==> src/rtl/core/tspb_pkg.sv <==
package tspb_pkg;

  localparam int CFG_BITS  = 12;
  localparam int CHAN_BITS = 4;
  localparam int IDX_BITS  = 2;
  localparam int SCALE_SHIFT = 14;
  localparam int CODE_BITS = 14;
  localparam int QUEUE_DEPTH = 2;
  localparam int SAMPLE_BITS_DEF = 12;

  localparam logic [IDX_BITS-1:0] CFG_THRESHOLD = 2'd0;
  localparam logic [IDX_BITS-1:0] CFG_SPAN      = 2'd1;
  localparam logic [IDX_BITS-1:0] CFG_CHANNEL   = 2'd2;

  localparam logic [CFG_BITS-1:0]  THRESHOLD_RST = 12'd3276;
  localparam logic [CFG_BITS-1:0]  SPAN_RST      = 12'd2670;
  localparam logic [CHAN_BITS-1:0] CHANNEL_RST   = 4'd0;

  localparam logic [CODE_BITS-1:0] BEND_CENTRE = 14'h2000;
  localparam logic [CODE_BITS-1:0] CODE_MAX    = 14'h3fff;
  localparam int BEND_MAX = 8191;
  localparam int BEND_MIN_MAG = 8192;
  localparam logic [7:0] STATUS_PB = 8'he0;

  localparam logic [1:0] BYTE_STATUS = 2'd0;
  localparam logic [1:0] BYTE_LSB    = 2'd1;
  localparam logic [1:0] BYTE_MSB    = 2'd2;

  typedef struct packed {
    logic [CFG_BITS-1:0]  threshold;
    logic [CFG_BITS-1:0]  span;
    logic [CHAN_BITS-1:0] channel;
  } cfg_t;

  typedef enum logic [1:0] {
    BK_IDLE,
    BK_DIV,
    BK_SAT,
    BK_SEND
  } bk_state_t;

endpackage

==> src/rtl/core/tspb_fifo.sv <==
module tspb_fifo import tspb_pkg::*; #(
  parameter int W     = 14,
  parameter int DEPTH = QUEUE_DEPTH
) (
  input  logic         clk,
  input  logic         rst_n,
  input  logic         push,
  input  logic [W-1:0] push_data,
  input  logic         pop,
  output logic [W-1:0] pop_data,
  output logic         full,
  output logic         empty
);

  localparam int AW = (DEPTH > 1) ? $clog2(DEPTH) : 1;
  localparam int CW = $clog2(DEPTH + 1);

  logic [W-1:0]  mem_r [DEPTH];
  logic [AW-1:0] wr_ptr_r, wr_ptr_nxt;
  logic [AW-1:0] rd_ptr_r, rd_ptr_nxt;
  logic [CW-1:0] count_r, count_nxt;

  assign full     = (count_r == CW'(DEPTH));
  assign empty    = (count_r == '0);
  assign pop_data = mem_r[rd_ptr_r];

  always_comb begin
    wr_ptr_nxt = wr_ptr_r;
    rd_ptr_nxt = rd_ptr_r;
    count_nxt  = count_r;
    if (push) begin
      wr_ptr_nxt = (wr_ptr_r == AW'(DEPTH - 1)) ? '0 : wr_ptr_r + 1'b1;
    end
    if (pop) begin
      rd_ptr_nxt = (rd_ptr_r == AW'(DEPTH - 1)) ? '0 : rd_ptr_r + 1'b1;
    end
    if (push && !pop) begin
      count_nxt = count_r + 1'b1;
    end else if (pop && !push) begin
      count_nxt = count_r - 1'b1;
    end
  end

  always_ff @(posedge clk) begin
    if (!rst_n) begin
      wr_ptr_r <= '0;
      rd_ptr_r <= '0;
      count_r  <= '0;
    end else begin
      wr_ptr_r <= wr_ptr_nxt;
      rd_ptr_r <= rd_ptr_nxt;
      count_r  <= count_nxt;
    end
  end

  always_ff @(posedge clk) begin
    if (push) begin
      mem_r[wr_ptr_r] <= push_data;
    end
  end

endmodule

==> src/rtl/core/tspb_front.sv <==
module tspb_front import tspb_pkg::*; #(
  parameter int SAMPLE_BITS = SAMPLE_BITS_DEF
) (
  input  logic                   clk,
  input  logic                   rst_n,
  input  cfg_t                   cfg,
  input  logic                   in_valid,
  output logic                   in_ready,
  input  logic [SAMPLE_BITS-1:0] in_sample,
  input  logic [SAMPLE_BITS-1:0] in_capture_sample,
  input  logic                   q_full,
  output logic                   push,
  output logic [SAMPLE_BITS+1:0] push_data
);

  localparam int CW = (SAMPLE_BITS > CFG_BITS) ? SAMPLE_BITS : CFG_BITS;

  logic                   active_r, active_nxt;
  logic [SAMPLE_BITS-1:0] start_r, start_nxt;
  logic [CW-1:0]          s_ext, thr_ext;
  logic                   below, above, neg, zero;
  logic [SAMPLE_BITS-1:0] mag;

  assign in_ready = !q_full;
  assign push     = in_valid && in_ready;
  assign s_ext    = CW'(in_sample);
  assign thr_ext  = CW'(cfg.threshold);
  assign below    = s_ext < thr_ext;
  assign above    = s_ext > thr_ext;
  assign neg      = in_sample < start_r;
  assign mag      = neg ? (start_r - in_sample) : (in_sample - start_r);

  always_comb begin
    active_nxt = active_r;
    start_nxt  = start_r;
    zero       = 1'b1;
    if (!active_r) begin
      if (below) begin
        active_nxt = 1'b1;
        start_nxt  = in_capture_sample;
      end
    end else if (above) begin
      active_nxt = 1'b0;
    end else begin
      zero = 1'b0;
    end
  end

  assign push_data = {zero, neg, mag};

  always_ff @(posedge clk) begin
    if (!rst_n) begin
      active_r <= 1'b0;
      start_r  <= '0;
    end else if (push) begin
      active_r <= active_nxt;
      start_r  <= start_nxt;
    end
  end

endmodule

==> src/rtl/core/tspb_back.sv <==
module tspb_back import tspb_pkg::*; #(
  parameter int SAMPLE_BITS = SAMPLE_BITS_DEF
) (
  input  logic                   clk,
  input  logic                   rst_n,
  input  cfg_t                   cfg,
  input  logic                   q_empty,
  input  logic [SAMPLE_BITS+1:0] pop_data,
  output logic                   pop,
  output logic                   out_valid,
  input  logic                   out_ready,
  output logic [7:0]             out_byte,
  output logic                   out_last_byte
);

  localparam int DW   = SAMPLE_BITS + SCALE_SHIFT;
  localparam int CNTW = $clog2(DW + 1);

  bk_state_t               state_r, state_nxt;
  logic [DW-1:0]           quo_r, quo_nxt;
  logic [CFG_BITS-1:0]     rem_r, rem_nxt;
  logic [CNTW-1:0]         cnt_r, cnt_nxt;
  logic                    neg_r, neg_nxt;
  logic [CODE_BITS-1:0]    code_r, code_nxt;
  logic [1:0]              idx_r, idx_nxt;
  logic [CFG_BITS-1:0]     span_eff;
  logic [CFG_BITS:0]       shifted, trial;
  logic                    fits;
  logic                    j_zero, j_neg;
  logic [SAMPLE_BITS-1:0]  j_mag;

  assign span_eff = (cfg.span == '0) ? CFG_BITS'(1) : cfg.span;
  assign shifted  = {rem_r, quo_r[DW-1]};
  assign fits     = shifted >= {1'b0, span_eff};
  assign trial    = shifted - {1'b0, span_eff};
  assign {j_zero, j_neg, j_mag} = pop_data;

  always_comb begin
    state_nxt = state_r;
    quo_nxt   = quo_r;
    rem_nxt   = rem_r;
    cnt_nxt   = cnt_r;
    neg_nxt   = neg_r;
    code_nxt  = code_r;
    idx_nxt   = idx_r;
    pop       = 1'b0;
    unique case (state_r)
      BK_IDLE: begin
        if (!q_empty) begin
          pop     = 1'b1;
          neg_nxt = j_neg;
          idx_nxt = BYTE_STATUS;
          if (j_zero) begin
            code_nxt  = BEND_CENTRE;
            state_nxt = BK_SEND;
          end else begin
            quo_nxt   = {j_mag, SCALE_SHIFT'(0)};
            rem_nxt   = '0;
            cnt_nxt   = CNTW'(DW);
            state_nxt = BK_DIV;
          end
        end
      end
      BK_DIV: begin
        rem_nxt = fits ? trial[CFG_BITS-1:0] : shifted[CFG_BITS-1:0];
        quo_nxt = {quo_r[DW-2:0], fits};
        cnt_nxt = cnt_r - 1'b1;
        if (cnt_r == CNTW'(1)) begin
          state_nxt = BK_SAT;
        end
      end
      BK_SAT: begin
        if (!neg_r) begin
          code_nxt = (quo_r >= DW'(BEND_MAX)) ? CODE_MAX
                                              : BEND_CENTRE + quo_r[CODE_BITS-1:0];
        end else begin
          code_nxt = (quo_r >= DW'(BEND_MIN_MAG)) ? '0
                                                  : BEND_CENTRE - quo_r[CODE_BITS-1:0];
        end
        state_nxt = BK_SEND;
      end
      BK_SEND: begin
        if (out_ready) begin
          idx_nxt = idx_r + 1'b1;
          if (idx_r == BYTE_MSB) begin
            state_nxt = BK_IDLE;
          end
        end
      end
      default: state_nxt = BK_IDLE;
    endcase
  end

  always_ff @(posedge clk) begin
    if (!rst_n) begin
      state_r <= BK_IDLE;
      idx_r   <= BYTE_STATUS;
    end else begin
      state_r <= state_nxt;
      idx_r   <= idx_nxt;
    end
  end

  always_ff @(posedge clk) begin
    quo_r  <= quo_nxt;
    rem_r  <= rem_nxt;
    cnt_r  <= cnt_nxt;
    neg_r  <= neg_nxt;
    code_r <= code_nxt;
  end

  assign out_valid     = (state_r == BK_SEND);
  assign out_last_byte = (idx_r == BYTE_MSB);

  always_comb begin
    unique case (idx_r)
      BYTE_STATUS: out_byte = STATUS_PB | {4'b0, cfg.channel};
      BYTE_LSB:    out_byte = {1'b0, code_r[6:0]};
      BYTE_MSB:    out_byte = {1'b0, code_r[13:7]};
      default:     out_byte = '0;
    endcase
  end

endmodule

==> src/rtl/core/touch_strip_pitch_bend_encoder_top.sv <==
// Touch-strip pitch bend encoder. Every accepted poll tick produces one three-byte
// pitch bend message (status, low 7 bits, high 7 bits; out_last_byte marks the
// third). The front end tracks the touch state and queues a job in a two-entry
// queue; the back end runs a restoring divider, one quotient bit per cycle. An active
// tick's job is taken from the queue, divided, saturated and sent as three bytes;
// an idle, arm or release tick skips the division and saturation. Configuration
// writes are registered, with no read-back.
module touch_strip_pitch_bend_encoder_top import tspb_pkg::*; #(
  parameter int SAMPLE_BITS = SAMPLE_BITS_DEF
) (
  input  logic                   clk,
  input  logic                   rst_n,
  input  logic                   in_valid,
  output logic                   in_ready,
  input  logic [SAMPLE_BITS-1:0] in_sample,
  input  logic [SAMPLE_BITS-1:0] in_capture_sample,
  output logic                   out_valid,
  input  logic                   out_ready,
  output logic [7:0]             out_byte,
  output logic                   out_last_byte,
  input  logic                   cfg_we,
  input  logic [IDX_BITS-1:0]    cfg_index,
  input  logic [CFG_BITS-1:0]    cfg_data
);

  localparam int JW = SAMPLE_BITS + 2;

  cfg_t          cfg_r;
  logic          push, pop, q_full, q_empty;
  logic [JW-1:0] push_data, pop_data;

  always_ff @(posedge clk) begin
    if (!rst_n) begin
      cfg_r.threshold <= THRESHOLD_RST;
      cfg_r.span      <= SPAN_RST;
      cfg_r.channel   <= CHANNEL_RST;
    end else if (cfg_we) begin
      unique case (cfg_index)
        CFG_THRESHOLD: cfg_r.threshold <= cfg_data;
        CFG_SPAN:      cfg_r.span      <= cfg_data;
        CFG_CHANNEL:   cfg_r.channel   <= cfg_data[CHAN_BITS-1:0];
        default:       ;
      endcase
    end
  end

  tspb_front #(
    .SAMPLE_BITS(SAMPLE_BITS)
  ) u_front (
    .clk               (clk),
    .rst_n             (rst_n),
    .cfg               (cfg_r),
    .in_valid          (in_valid),
    .in_ready          (in_ready),
    .in_sample         (in_sample),
    .in_capture_sample (in_capture_sample),
    .q_full            (q_full),
    .push              (push),
    .push_data         (push_data)
  );

  tspb_fifo #(
    .W     (JW),
    .DEPTH (QUEUE_DEPTH)
  ) u_fifo (
    .clk       (clk),
    .rst_n     (rst_n),
    .push      (push),
    .push_data (push_data),
    .pop       (pop),
    .pop_data  (pop_data),
    .full      (q_full),
    .empty     (q_empty)
  );

  tspb_back #(
    .SAMPLE_BITS(SAMPLE_BITS)
  ) u_back (
    .clk           (clk),
    .rst_n         (rst_n),
    .cfg           (cfg_r),
    .q_empty       (q_empty),
    .pop_data      (pop_data),
    .pop           (pop),
    .out_valid     (out_valid),
    .out_ready     (out_ready),
    .out_byte      (out_byte),
    .out_last_byte (out_last_byte)
  );

endmodule
==> config.mk <==
export PLATFORM = sky130hd
export DESIGN_NAME = touch_strip_pitch_bend_encoder_top
export DESIGN_NICKNAME = d
export VERILOG_FILES = /design/src/rtl/core/tspb_pkg.sv /design/src/rtl/core/tspb_fifo.sv /design/src/rtl/core/tspb_front.sv /design/src/rtl/core/tspb_back.sv /design/src/rtl/core/touch_strip_pitch_bend_encoder_top.sv
export SDC_FILE = /design/constraint.sdc
export NUM_CORES = 1
export LEC_CHECK = 0
export ABC_AREA = 1
export BUFFER_PORTS_ARGS = -buffer_cell sky130_fd_sc_hd__buf_2
export CAP_MARGIN = 0
export CORE_MARGIN = 4
export CORE_UTILIZATION = 65
export DETAILED_ROUTE_END_ITERATION = 10
export GPL_TIMING_DRIVEN = 1
export PLACE_DENSITY = 0.88
export SYNTH_ARGS = -nofsm -noshare
export SYNTH_HDL_FRONTEND = slang
export SYNTH_SLANG_ARGS = --single-unit
==> constraint.sdc <==
create_clock -name clk -period 8.1 [get_ports clk]
set_input_delay 0.81 -clock clk [delete_from_list [all_inputs] [get_ports clk]]
set_output_delay 0.81 -clock clk [all_outputs]
set_load 0.03 [all_outputs]
==> impl_metrics.env, run 1 <==
export IMPL_crit_fanout=31
export IMPL_rsz0062_at_grt="false"
export IMPL_drt_initial_drc_count=699
export IMPL_wl_um=20000
export IMPL_synth_cell_types=46
export IMPL_clkTransAtPathRegs_ns=0.06
export IMPL_route_detailed_drc=0
export IMPL_core_rowCount=41
export IMPL_layout_drive_gt1_share=0.0937
export IMPL_dr_total_vias=7388
export IMPL_cts_tree="yes"
export IMPL_clock_latency_ns=0.43
export IMPL_post_cts_setup_buffers=0
export IMPL_synth_most_common_cell="nand2_1"
export IMPL_synth_top_cell_by_area="edfxtp_1"
export IMPL_finalPower_mw=3.11
export IMPL_nets=1259
export IMPL_ys_top_cells_by_area="edfxtp_1, nand2_1, dfxtp_1"
export IMPL_drt_first_pass_iters=5
export IMPL_ant_nets=0
export IMPL_synth_nets=1215
export IMPL_synth_seq_cells=136
export IMPL_finalMaxSlewViolations=0
export IMPL_antenna_found_initial=0
export IMPL_start_kind="flop"
export IMPL_die_x_um=123
export IMPL_gp_congestion=0.973
export IMPL_hold_violations=0
export IMPL_cts_repair_resized=0
export IMPL_worst_path_max_delay_cell="buf_4"
export IMPL_worstSetupPathType="flop to flop"
export IMPL_synth_edf_count=86
export IMPL_syn_mean_instance_area_um2=7.71
export IMPL_finalSetupTns_ns=0
export IMPL_ctsHoldBuffers=0
export IMPL_crit_arrival_ns=2.70
export IMPL_synth_top_cell_area_share=0.303
export IMPL_synthArstFlopShare=0
export IMPL_syn_cell_area_mm2=0.00853
export IMPL_cts_made_buffers=17
export IMPL_min_from="u_fifo.rd_ptr_r$_SDFFE_PN0P_"
export IMPL_powerDensity_mw_per_mm2=328
export IMPL_period_share=0.322
export IMPL_grt_pass1_wl_um=33100
export IMPL_dp_worst_setup_slack_ns=5.35
export IMPL_grt_max_degree=49
export IMPL_clock_tree_root_cell="clkbuf_16"
export IMPL_fmax_ghz=0.383
export IMPL_dieArea_mm2=0.0150
export IMPL_startpoint="u_back.state_r[0]$_SDFFE_PN0P_"
export IMPL_worst_slack_ns=5.49
export IMPL_slowest_delay_ns=0.46
export IMPL_track_usage=0.282
export IMPL_cts_sinks=136
export IMPL_maxCapViolCount=0
export IMPL_clock_skew_ns=0.0135
export IMPL_tightest_slew_ns=1.21
export IMPL_grt_pass1_vias=7091
export IMPL_power_leakage_nw=4.65
export IMPL_dp_final_hpwl_um=14400
export IMPL_cts_htree_levels=4
export IMPL_numPortBuffers=53
export IMPL_area_growth_pct=11.0
export IMPL_pin_count=54
export IMPL_period_needed_ns=2.61
export IMPL_crit_buf_inv=4
export IMPL_ys_flop_type="edfxtp_1"
export IMPL_vias_per_cell=5.53
export IMPL_ir_worst_vdd_v=0.000148
export IMPL_synth_commonest_cells="nand2_1, inv_1, nor2_1"
export IMPL_antenna_cells=0
export IMPL_ys_warn_count=0
export IMPL_slew_headroom=0.188
export IMPL_end_kind="flop"
export IMPL_fillerInstances=920
export IMPL_clock_path_buffers=2
export IMPL_initial_core_util=0.671
export IMPL_die_y_um=123
export IMPL_worst_path_most_repeated_cell="inv_1"
export IMPL_hold_class="flop to flop"
export IMPL_grt_overflow_total=0
export IMPL_netlist_instances=1106
export IMPL_crit_family="buffers and inverters"
export IMPL_status="complete, no violations"
export IMPL_ys_seq_area_frac=0.420
export IMPL_setup_viol=0
export IMPL_required_ns=8.19
export IMPL_timing_rr_start="u_back.state_r[0]$_SDFFE_PN0P_"
export IMPL_coreArea_mm2=0.0127
export IMPL_worstPathCellList="inv_1, ha_1, inv_1, a21oi_1, inv_1, o22ai_4, buf_4"
export IMPL_wl_per_cell_um=15.0
## state kept, by name, summed over array words and instances (netlist names), named ones only
| signal | flops |
|---|---|
| u_back.code_r | 14 |
| u_back.cnt_r | 5 |
| cfg_r | 28 |
| u_back.neg_r | 1 |
| u_fifo.count_r | 2 |
| u_back.idx_r | 2 |
| u_back.quo_r | 26 |
| u_front.active_r | 1 |
| u_back.rem_r | 12 |
| u_fifo.mem_r | 28 |
| u_front.start_r | 12 |
| u_fifo.rd_ptr_r | 1 |
| u_back.state_r | 2 |
| u_fifo.wr_ptr_r | 1 |
## cell families (layout without fill, tap and decap cells)
family / count (synthesis) / count (layout) / share of synthesized area
multiplexers: 1 / 1 / 0.00117
adder cells (fa/ha/maj): 66 / 66 / 0.0994
AO/OA/AOI/OAI: 161 / 161 / 0.108
flip-flops: 136 / 136 / 0.420
AND/OR/NAND/NOR: 510 / 510 / 0.251
buffers and inverters: 210 / 267 / 0.0983
XOR/XNOR: 22 / 22 / 0.0226
## power breakdown
part,total (mW),switching [mW],internal (mW)
Sequential,1.15,0.117,1.03
Clock,0.771,0.286,0.485
Combinational,1.18,0.812,0.372
Total,3.11,1.21,1.89
## cell usage in the layout, fill, tap and decap left out, drive strengths merged
cell type  count
nand2        302
inv          180
nor2         111
edfxtp        86
a21oi         83
ha            63
buf           56
nand3         55
dfxtp         50
o21ai         47
clkbuf        24
nand4         20
xor2          18
o211ai        13
nor3           8
nand3b         7
a22oi          5
o21bai         4
xnor2          4
clkinv         4
o21a           3
and2           3
fa             3
nor4           2
a22o           2
or2            2
bufinv         2
a31o           1
o22ai          1
a31oi          1
mux2i          1
o211a          1
clkinvlp       1
## layer usage
layer | track usage | routed length [um] | vias to the layer above
met5 | 0 | 0 | -
met4 | 0.101 | 539 | 0
met3 | 0.0668 | 1310 | 44
met2 | 0.490 | 9980 | 312
met1 | 0.343 | 8200 | 3371
li1 | - | - | 3661
## stage by stage
stage,cell area [um^2],util,instances,hold WS (ns)
2_1_floorplan,8530,-,1106,0.426
3_3_place_gp,8880,0.698,1303,0.437
3_5_place_dp,8880,0.698,1303,0.449
4_1_cts,9470,0.744,1335,0.459
5_1_grt,9470,0.744,1335,0.479
6_report,9470,0.744,1335,0.457
## layout make-up
type | instances | area [um^2] | area share
well taps | 172 | 215 | 0.0227
clock buffers | 24 | 493 | 0.0521
repair buffers | 56 | 288 | 0.0304
inverters | 179 | 672 | 0.0710
flip-flops and latches | 136 | 3580 | 0.378
clock inverters | 8 | 93.8 | 0.00991
multi-input cells | 760 | 4120 | 0.436
## worst paths after layout
path                                                 endpoint  slack, ns  depth (start not counted)
worst min register to register                           flop       0.46                          1
worst min-delay path                                     flop       0.46                          1
worst max register to register  u_back.quo_r[6]$_SDFFCE_PN0P_       5.49                          7
worst max-delay path            u_back.quo_r[6]$_SDFFCE_PN0P_       5.49                          7
Power figures use the tool's default switching activity.
==> inputs of run 2 (changes only) <==
--- a/config.mk
+++ b/config.mk
@@ -9,10 +9,10 @@
 export BUFFER_PORTS_ARGS = -buffer_cell sky130_fd_sc_hd__buf_2
 export CAP_MARGIN = 0
 export CORE_MARGIN = 4
-export CORE_UTILIZATION = 65
+export CORE_UTILIZATION = 62
 export DETAILED_ROUTE_END_ITERATION = 10
 export GPL_TIMING_DRIVEN = 1
-export PLACE_DENSITY = 0.88
+export PLACE_DENSITY = 0.84
 export SYNTH_ARGS = -nofsm -noshare
 export SYNTH_HDL_FRONTEND = slang
 export SYNTH_SLANG_ARGS = --single-unit
==> constraint.sdc (replaced) <==
create_clock -name clk -period 2.5 [get_ports clk]
set_input_delay 0.25 -clock clk [delete_from_list [all_inputs] [get_ports clk]]
set_output_delay 0.25 -clock clk [all_outputs]
set_load 0.03 [all_outputs]
==> run 2 against run 1 <==
Maximum frequency up 17%. Design area grew 1.1%. Worst hold slack worse by 0.41 ns. Sequential share of layout area decreased by 0.41 points. Via count is 0.84% lower. Wire length fell by 1.8%. Global-route usage decreased by 2.9 points. Final cell count is 1.2% higher. Die area is 4.5% higher. Critical path type unchanged. Critical endpoint is now u_back.rem_r[11]$_SDFFCE_PN0P_. Largest power group unchanged.
==> impl_metrics.env, run 2 (same netlist as run 1, synthesis figures left out) <==
export IMPL_layout_drive_gt1_share=0.106
export IMPL_placed_cell_area_mm2=0.00898
export IMPL_tightest_slew_ns=0.464
export IMPL_cts_made_buffers=17
export IMPL_start_kind="flop"
export IMPL_route_detailed_drc=0
export IMPL_worstSetupPathType="flop to flop"
export IMPL_wl_per_cell_um=14.6
export IMPL_layout_commonest_cell="nand2_1"
export IMPL_cts_tree="yes"
export IMPL_fillerInstances=1016
export IMPL_final_cell_mix="nand2_1, inv_1, nor2_1"
export IMPL_rsz0062_at_grt="false"
export IMPL_dp_final_hpwl_um=14400
export IMPL_clock_tree_root_cell="clkbuf_16"
export IMPL_die_y_um=125
export IMPL_vias_per_cell=5.42
export IMPL_ant_nets=0
export IMPL_crit_arrival_ns=2.41
export IMPL_pin_count=54
export IMPL_grt_overflow_total=0
export IMPL_slowest_delay_ns=0.33
export IMPL_status="complete, no violations"
export IMPL_design_area_mm2=0.00958
export IMPL_drt_first_pass_iters=7
export IMPL_antenna_cells=0
export IMPL_powerDensity_mw_per_mm2=1060
export IMPL_numPortBuffers=53
export IMPL_clock_skew_ns=0.00591
export IMPL_period_needed_ns=2.23
export IMPL_core_rowCount=42
export IMPL_die_x_um=125
export IMPL_period_share=0.893
export IMPL_slew_headroom=0.691
export IMPL_crit_buf_inv=2
export IMPL_clkTransAtPathRegs_ns=0.06
export IMPL_nets=1271
export IMPL_clock_latency_ns=0.42
export IMPL_finalMaxSlewViolations=0
export IMPL_clock_path_buffers=2
export IMPL_wl_um=19700
export IMPL_setup_viol=0
export IMPL_grt_pass1_wl_um=32400
export IMPL_hold_class="input pin to flop"
export IMPL_crit_fanout=22
export IMPL_dr_total_vias=7326
export IMPL_area_growth_pct=12.2
export IMPL_dieArea_mm2=0.0157
export IMPL_cts_sinks=136
export IMPL_end_kind="flop"
export IMPL_hold_violations=0
export IMPL_grt_pass1_vias=6982
export IMPL_reg_top3="cfg_r: 28 flops, u_fifo.mem_r: 28 flops, u_back.quo_r: 26 flops"
export IMPL_ff2ff_setup_slack_ns=0.27
export IMPL_finalSetupTns_ns=0
export IMPL_grt_max_degree=44
export IMPL_worstPathCellList="nor4_1, a31o_2, ha_1, nand2_1, nor2_1, nand2_1, nor2_1, inv_1, nand3_4, nand2_1, nand2_1, nand2_1, inv_1"
export IMPL_drt_initial_drc_count=681
export IMPL_fmax_ghz=0.448
export IMPL_coreArea_mm2=0.0133
export IMPL_initial_core_util=0.639
export IMPL_required_ns=2.68
export IMPL_cts_htree_levels=4
export IMPL_ir_worst_vdd_v=0.000561
export IMPL_power_leakage_nw=4.71
export IMPL_worst_path_most_repeated_cell="nand2_1"
export IMPL_finalPower_mw=10.2
export IMPL_crit_family="simple AND/OR/NAND/NOR gates"
export IMPL_antenna_found_initial=0
export IMPL_maxCapViolCount=0
export IMPL_track_usage=0.253
export IMPL_worst_path_max_delay_cell="nor4_1"
export IMPL_gp_congestion=0.943
[run 2: worst paths after layout]
path | start | to | cells after the start
setup / recovery | cfg_r[12]$_SDFFE_PN0P_ | u_back.rem_r[11]$_SDFFCE_PN0P_ | 13
hold / removal | in_capture_sample[1] | u_front.start_r[1]$_SDFFE_PN0P_ | 3
setup reg to reg | cfg_r[12]$_SDFFE_PN0P_ | u_back.rem_r[11]$_SDFFCE_PN0P_ | 13
hold reg to reg | cfg_r[24]$_SDFFE_PN0P_ | cfg_r[24]$_SDFFE_PN0P_ | 2
[run 2: metrics by stage]
stage / hold WS (ns) / setup slack (ns) / utilization / instances
after floorplan: 0.380 / 0.177 / - / 1106
after global placement: 0.435 / 0.265 / 0.673 / 1319
after detailed placement: 0.460 / 0.202 / 0.673 / 1319
after CTS: 0.0387 / 0.184 / 0.717 / 1351
after global routing: 0.0486 / 0.0420 / 0.717 / 1351
final: 0.0454 / 0.269 / 0.717 / 1351
[run 2: final cells by class]
cell class	instances	area [um^2]	area share
Sequential cell	136	3580	0.374
Inverter	179	672	0.0702
Tap cell	176	220	0.0230
Multi-Input combinational cell	760	4130	0.431
Timing Repair Buffer	68	378	0.0395
Clock buffer	22	474	0.0495
Clock inverter	10	116	0.0122
[run 2: what timing repair did]
item / 4_1_cts / 5_1_grt
gates resized for setup: 0 / 2
setup buffers: 0 / 0
hold buffers: 0 / 0
endpoints found under the setup margin: 0 / 3
hold endpoints to repair: 0 / 0
[run 2: power by group]
part           total (mW)  internal (mW)  switching (mW)
Sequential           3.72           3.35           0.374
Clock                2.50           1.55           0.950
Combinational        3.95           1.29            2.66
[run 2: worst reg2reg max path, delay by kind of cell (launching register included)]
kind	cells	cell delay, ns
simple gates	9	1.10
flops	1	0.31
fa+ha+maj	1	0.24
buf+inv	2	0.14
compound gates	1	0.21
[run 2: per-layer routing]
metal / GRT usage / wire length, um / vias up
met4: 0.0899 / 410 / 0
met3: 0.0516 / 1080 / 38
met5: 0 / 0 / -
met1: 0.315 / 8450 / 3360
met2: 0.438 / 9740 / 242
li1: - / - / 3686
